$ cat config.mk
export PLATFORM = sky130hd
export DESIGN_NAME = fsc_flow_table
export DESIGN_NICKNAME = d
export VERILOG_FILES = /design/src/sv/fsc_pkg.sv /design/src/sv/fsc_flow_table.sv
export SDC_FILE = /design/constraint.sdc
export NUM_CORES = 1
export LEC_CHECK = 0
export BUFFER_PORTS_ARGS = -buffer_cell sky130_fd_sc_hd__buf_4
export CAP_MARGIN = 10
export CORE_UTILIZATION = 52
export CTS_CLUSTER_SIZE = 30
export DETAILED_ROUTE_END_ITERATION = 7
export GPL_ROUTABILITY_DRIVEN = 0
export GPL_TIMING_DRIVEN = 0
export PLACE_DENSITY = 0.73
export SETUP_SLACK_MARGIN = 0.15
export SYNTH_ARGS = -nofsm -noshare
export SYNTH_HDL_FRONTEND = slang
export SYNTH_SLANG_ARGS = --single-unit
$ cat constraint.sdc
create_clock -name aclk -period 6.2 [get_ports aclk]
set_clock_uncertainty 0.2 [all_clocks]
set_input_delay 0.93 -clock aclk [delete_from_list [all_inputs] [get_ports aclk]]
set_output_delay 0.93 -clock aclk [all_outputs]
set_load 0.03 [all_outputs]
$ cat src/sv/fsc_pkg.sv
// fsc_pkg: shared types and constants for the flow sequence checker.
// Status codes, field widths and the lookup result struct.
// No dependencies.
package fsc_pkg;

    localparam int ADDR_W          = 48;
    localparam int RAW_W           = 16;
    localparam int SLOT_IDX_W      = 6;
    localparam int SEQ_W           = 8;
    localparam int DEF_SLOTS       = 2;
    localparam int DEF_SEQ_MODULUS = 10;

    typedef enum logic [1:0] {
        ST_IN_ORDER     = 2'd0,
        ST_OUT_OF_ORDER = 2'd1,
        ST_NO_SLOT      = 2'd2
    } fsc_status_t;

    typedef struct packed {
        fsc_status_t           status;
        logic [SLOT_IDX_W-1:0] slot_index;
        logic [SEQ_W-1:0]      expected_sequence;
    } fsc_result_t;

endpackage

$ cat src/sv/fsc_flow_table.sv
// fsc_flow_table: flow table with parallel address match, slot claim and
// expected-number update. Uses fsc_pkg.
module fsc_flow_table
    import fsc_pkg::*;
#(
    parameter int SLOTS       = DEF_SLOTS,
    parameter int SEQ_MODULUS = DEF_SEQ_MODULUS
) (
    input  logic              aclk,
    input  logic              aresetn,
    input  logic              fire,
    input  logic [ADDR_W-1:0] addr,
    input  logic [SEQ_W-1:0]  rx,
    output fsc_result_t       res
);

    localparam int IDX_W = (SLOTS > 1) ? $clog2(SLOTS) : 1;
    localparam int EXP_W = $clog2(SEQ_MODULUS);

    logic [SLOTS-1:0]  valid_reg;
    logic [ADDR_W-1:0] addr_reg [SLOTS];
    logic [EXP_W-1:0]  exp_reg  [SLOTS];

    logic [SLOTS-1:0] match;
    logic [IDX_W-1:0] match_idx;
    logic [IDX_W-1:0] free_idx;
    logic [IDX_W-1:0] slot;
    logic             any_match;
    logic             any_free;
    logic             claim;
    logic             full;
    logic             in_order;
    logic [EXP_W-1:0] exp_cur;
    logic [EXP_W:0]   exp_inc;
    logic [EXP_W-1:0] exp_next;

    always_comb begin
        match_idx = '0;
        free_idx  = '0;
        for (int i = SLOTS - 1; i >= 0; i--) begin
            match[i] = valid_reg[i] && (addr_reg[i] == addr);
            if (match[i]) begin
                match_idx = IDX_W'(i);
            end
            if (!valid_reg[i]) begin
                free_idx = IDX_W'(i);
            end
        end
        any_match = |match;
        any_free  = ~&valid_reg;
        claim     = !any_match && any_free;
        full      = !any_match && !any_free;
        slot      = any_match ? match_idx : free_idx;
        // a freshly claimed slot starts at zero
        exp_cur   = claim ? '0 : exp_reg[slot];
        in_order  = (rx == SEQ_W'(exp_cur));
        exp_inc   = {1'b0, exp_cur} + (EXP_W+1)'(1);
        exp_next  = (exp_inc == (EXP_W+1)'(SEQ_MODULUS)) ? '0 : exp_inc[EXP_W-1:0];

        if (full) begin
            res.status            = ST_NO_SLOT;
            res.slot_index        = '0;
            res.expected_sequence = '0;
        end else begin
            res.status            = in_order ? ST_IN_ORDER : ST_OUT_OF_ORDER;
            res.slot_index        = SLOT_IDX_W'(slot);
            res.expected_sequence = SEQ_W'(exp_cur);
        end
    end

    always_ff @(posedge aclk) begin
        if (!aresetn) begin
            valid_reg <= '0;
        end else if (fire && claim) begin
            valid_reg[slot] <= 1'b1;
        end
    end

    // entries are written on claim, so they need no reset
    always_ff @(posedge aclk) begin
        if (fire && claim) begin
            addr_reg[slot] <= addr;
            exp_reg[slot]  <= in_order ? exp_next : '0;
        end else if (fire && !full && in_order) begin
            exp_reg[slot]  <= exp_next;
        end
    end

    a_match_unique: assert property (@(posedge aclk) disable iff (!aresetn)
        $onehot0(match))
        else $error("more than one flow entry matches");

    a_claim_sets_valid: assert property (@(posedge aclk) disable iff (!aresetn)
        fire && claim |=> valid_reg[$past(slot)])
        else $error("claimed slot not marked valid");

    a_valid_sticky: assert property (@(posedge aclk) disable iff (!aresetn)
        1'b1 |=> ((valid_reg & $past(valid_reg)) == $past(valid_reg)))
        else $error("slot valid flag cleared outside reset");

endmodule

; ---- Word level (Yosys, flattened, before mapping)
; Memory sizes are Yosys's and may differ from the RTL's.
; Index checks and enable logic that the tools add are counted.
[classes]
n_addsub = 1
multipliers = 0
div = 0
n_lt_le_gt_ge = 2
n_eq_ne = 4
n_shift = 0
muxes = 18
n_bitwise = 2
reduce_logical = 13
[ops]
columns = op, n
row1 = equality test 48 bit, 2
row2 = two-way mux 16 bit, 1
row3 = two-way mux 4 bit, 4
row4 = two-way mux 1 bit, 12
row5 = equality test 8 x 4 -> 1 bit, 1
row6 = logical AND 1 bit, 8
row7 = "adder 4 x 1 -> 5 bit, second input constant", 1
row8 = "equality test 5 x 4 -> 1 bit, second input constant", 1
row9 = zero test 1 bit, 3
row10 = "less-than comparator 1 x 2 -> 1 bit, second input constant", 1
row11 = OR 2 bit, 1
row12 = AND reduction 2 bit, 1
row13 = OR reduction 2 bit, 1
row14 = demux 1 bit (select 1 bit), 1
row15 = "greater-or-equal comparator 1 bit, second input constant", 1
row16 = OR 1 bit, 1
[word_totals]
reg_bits = 2
latchBits = 0
ramBits = 104
romBits = 0
input_bits = 59
output_inout_bits = 16
word_cells = 43
memories = 2
[mem_list]
columns = memory, words, word_bits, rd, rd_ports_with_merged_regs, write_ports, line
row1 = addr_reg, 2, 48, 2, 0, 1, fsc_flow_table.sv:21  ; logic [ADDR_W-1:0] addr_reg [SLOTS];
row2 = exp_reg, 2, 4, 1, 0, 1, fsc_flow_table.sv:22  ; logic [EXP_W-1:0] exp_reg [SLOTS];

; ---- Longest topological paths before layout
; An unclocked memory read counts as a cell.
[depth]
depth_word = 13
depth_mapped = 12

; ---- Least setup slack after synthesis
; Ideal clock, no wire load.
[synth_timing]
path_type = input to register
from = in addr[12]
to = mem exp_reg[0][0] (netlist name), enable pin
setup_time_ps = 319
t_arrival_ps = 4703
required_ps = 5681
path_slack_ps = 978
stages = 10
path_buffers = 1
path_cell_list = xor2_1 > nor4_1 > and4b_2 > and4b_2 > and2_1 > buf_2 > nor2_1 > and2_1 > nor2b_1 > a41o_1
[synth_via]
elab_chain_cells = 13
elab_cells_between_ends = 24
classes_between = eq/ne: 3 / mux: 9 / bitwise: 1 / reduce/logical: 10 / memory: 1
[synth_rtl]
columns = item, line
row1 = "start, declared", fsc_flow_table.sv:12  ; input logic [ADDR_W-1:0] addr,
row2 = equality test 48 bit, fsc_flow_table.sv:41  ; match[i] = valid_reg[i] && (addr_reg[i] == addr);
row3 = logical AND 1 bit, fsc_flow_table.sv:41
row4 = two-way mux 1 bit (2 in series), fsc_flow_table.sv:42  ; if (match[i]) begin
row5 = two-way mux 1 bit, fsc_flow_table.sv:53  ; slot = any_match ? match_idx : free_idx;
row6 = memory read (2 x 4 bit), n/a
row7 = two-way mux 4 bit, fsc_flow_table.sv:55  ; exp_cur = claim ? '0 : exp_reg[slot];
row8 = equality test 8 x 4 -> 1 bit, fsc_flow_table.sv:56  ; in_order = (rx == SEQ_W'(exp_cur));
row9 = logical AND 1 bit, fsc_flow_table.sv:84  ; end else if (fire && !full && in_order) begin
row10 = two-way mux 1 bit, fsc_flow_table.sv:84
row11 = two-way mux 1 bit, fsc_flow_table.sv:81  ; if (fire && claim) begin
row12 = two-way mux 1 bit (not written as such), fsc_flow_table.sv:85  ; exp_reg[slot] <= exp_next;
row13 = OR 1 bit (no source line), n/a
row14 = "end, declared", fsc_flow_table.sv:22
; Several ways; a longest one is shown, not always the timed one.

==> summary.md <==
| Metric | Value |
|---|---|
| CP bufs+invs | 3 |
| CTS root buf | clkbuf_8 |
| Latest clock arrival within the worst-skew pair | around 0.38 ns |
| Worst path arrival time | 3.91 ns |
| DRC | 0 |
| Clock share of power | 30.3% |
| RSZ-0062 raised after global routing | no |
| Worst path required time | 5.07 ns |
| GRT overflow | 0 |
| Avg Inst Size Synth | 13.00 sq um |
| Post-route setup TNS | 0 ns |
| Rel. slew slack | ~53% |
| WL/cell | 18.93 um |
| Comb pwr share | 13.8% |
| Max reg flops | 96 |
| Net Sw Frac | 26.11% |
| Top post-synthesis cells by count | 104 x edfxtp_1, 54 x xnor2_1, 35 x nand2b_1 |
| Post-CTS Setup Inserts | 0 |
| Fin util | 64.23% |
| CP delay by family, top | simple AND/OR/NAND/NOR gates |
| Maximum clock rate | 198.6 MHz |
| FFs w/ async S/R, synth | 0% |
| Inserted Clock Buffers | 9 |
| Cts hold-fix bufs | 0 |
| Yosys cell types | 60 |
| Clock sink count | ~110 |
| Area of the die | 10880 sq um |
| Vias | 3687 |
| Crit path time final | ~5.0 ns |
| N_diodes | 0 |
| Final #Nets | 566 |
| Final setup fails | 0 |
| Number of enable flip-flop cells after synthesis | 104 |
| Synth Flop Type | edfxtp_1 |
| Net Switching | 0.3926 mW |
| Critical path peak fanout | 7 |
| Worst R2R Start | addr_reg[0][47]$_DFFE_PP_ |
| Final std cells w/o fill | 643 |
| Io pins | 75 |
| Crit share post-route | 81.23% |
| Top post-synthesis cells by area | edfxtp_1 57%, xnor2_1 8.7%, nand2b_1 4.0% |
| Vias in the first global route | 3672 |
| Cells after Synth | 419 |
| Fill count | around 790 |
| Mapped cell area | 5445 sq um |
| Peak VDD IR | 0.2071 mV |
| First-pass GRT wire length | 19060 um |
| CP max stage delay | 0.55 ns |
| Crit path top cell by count | buf_4 |
| Starting density of the core | 54.70% |
| Pint | approximately 1.1 mW |
| Outcome | complete, no violations |
| Synth top area share | 57.35% |
| Core box area | 9955 sq um |
| CP max-delay cell | or4b_1 |
| CP Class | in2out |
| Max Cap Viol | 0 |
| Final Max Slew Viols | 0 |
| Drt first-iter violations | 407 |
| Crit end category | output port |
| IO Port Bufs | 65 |
| Startpoint types | input port |
| Clock slew at reported path FFs | 0.11 ns |
| Final Cell Area | 6394 sq um |
| Gr usage total | between 20% and 30% |
| Routed Wire Length | 12170 um |
| Via density | 5.734 |
| CTS tree | built |
| Final Hold Viols | 0 |
| CP cell instances | buf_4 -> xnor2_1 -> nand4_1 -> or4b_1 -> nor3_2 -> and2_1 -> buf_2 -> a2bb2oi_1 -> nand3_1 -> and4bb_2 -> a21oi_1 -> buf_4 |
| Syn-to-layout area delta | 17.42% |
| Leakage power | 2.244 nW |
| Cell with the most instances after synthesis | edfxtp_1 |
| Placed Cells | 627 |
| DP HPWL | a little over 9000 um |
| Pwr Density | between 200 and 250 nW/um^2 |
| CTS max path bufs | 2 |
| Routed Antenna Nets | 0 |
| Die W | 104.3 um |
| Placed Area | 6178 sq um |
| Flop pwr share | approximately 56% |
| Least-Margin Pin Slew | 0.7047 ns |
| Largest net degree at the start of global routing | 30 |
| Hold Path Class | in2reg |
| Chip Height | 104.3 um |
| Synth warn | 0 |
| H-tree levels | 3 |
| Biggest area consumer among synthesized cells | edfxtp_1 |
| Register bit total from synthesis | 106 |
| Share of layout cells above drive strength 1 | between 20% and 30% |
| Hold Startpoint | addr[2] |
| Worst setup path start | addr[14] |
| Initial antenna violation count | 0 |
| DR pass1 iterations | 5 |
| Cts repair resizes | 0 |
| Seq/Total Area, Yosys | 58.09% |
| Number of cell rows | 36 |
==> cells by family after synthesis <==
family,Yosys count,share of synthesized area (%)
and+or+nand+nor,178,21.74
DFF,106,58.09
xor gates and xnor gates,76,12.57
AOI/OAI and AO/OA,27,3.998
buffers and inverters,27,2.619
adders and majority gates,2,0.4595
muxes,2,0.4595
other,1,0.06887
==> layout make-up <==
cell class	count	area, sq um	share of cell area, %
Sequential cell	106	3163	49.47
Multi-Input combinational cell	294	2178	34.07
Timing Repair Buffer	67	528.0	8.258
Tap cell	133	166.4	2.603
Clock buffer	9	123.9	1.937
Buffer	16	101.3	1.585
Clock inverter	7	91.34	1.429
Inverter	11	41.29	0.6458
==> worst reg2reg max path, delay by kind of cell, from the launching register on <==
kind	cells	cell delay (ns)
AND/OR/NAND/NOR	7	2.02
adder cells (fa/ha/maj)	1	0.23
flip-flops	1	0.37
AO/OA/AOI/OAI	3	0.89
==> cell usage in the layout, fill, tap and decap left out, types with 3 or more instances in the layout <==
cell / n
nor2b_1: 6
nand4_1: 28
nor3_1: 7
nand2b_1: 35
a21oi_1: 7
xor2_1: 21
conb_1: 9
edfxtp_1: 104
clkbuf_1: 3
or2b_2: 8
clkbuf_8: 9
o2111ai_1: 9
nand2_1: 11
inv_1: 11
buf_4: 75
nand3_1: 15
nand4b_1: 4
xnor2_1: 54
buf_2: 3
nor2_1: 10
a31o_2: 3
nor4_1: 15
==> layer usage <==
metal	up-vias	share of wire, %	wire length, um	GRT usage (%)
met5	-	0	0	0
met4	0	2.8	336	9.388
met3	27	7.4	897	4.637
met2	157	46	5659	37.09
met1	1772	43	5279	31.20
li1	1731	-	-	-
==> metrics by stage <==
step	worst slack [ns]	hold slack (ns)	total power [mW]
final	1.163	0.5559	1.503
after detailed placement	1.193	0.5579	1.062
after global routing	1.003	0.5432	1.551
after floorplan	0.9782	0.4551	0.9687
after global placement	-0.7315	0.5225	1.056
after CTS	1.192	0.5502	1.508
==> worst paths after layout <==
check                                    to  slack [ns]  cells after the start
setup / recovery                    res[14]        1.16                     12
hold / removal     addr_reg[0][2]$_DFFE_PP_        0.56                      1
setup reg to reg    exp_reg[0][3]$_DFFE_PP_        2.28                     11
hold reg to reg   valid_reg[1]$_SDFFE_PN0P_        0.58                      3
==> power groups by stage <==
| stage | sequential [mW] | combinational [mW] | clock (mW) |
|---|---|---|---|
| 4_1_cts | 0.841 | 0.206 | 0.460 |
| 6_report | 0.841 | 0.207 | 0.456 |
| 2_1_floorplan | 0.855 | 0.114 | 0 |
| 5_1_grt | 0.845 | 0.221 | 0.485 |
| 3_5_place_dp | 0.857 | 0.205 | 0 |
| 3_3_place_gp | 0.859 | 0.197 | 0 |
(Power assumes the default switching activity.)
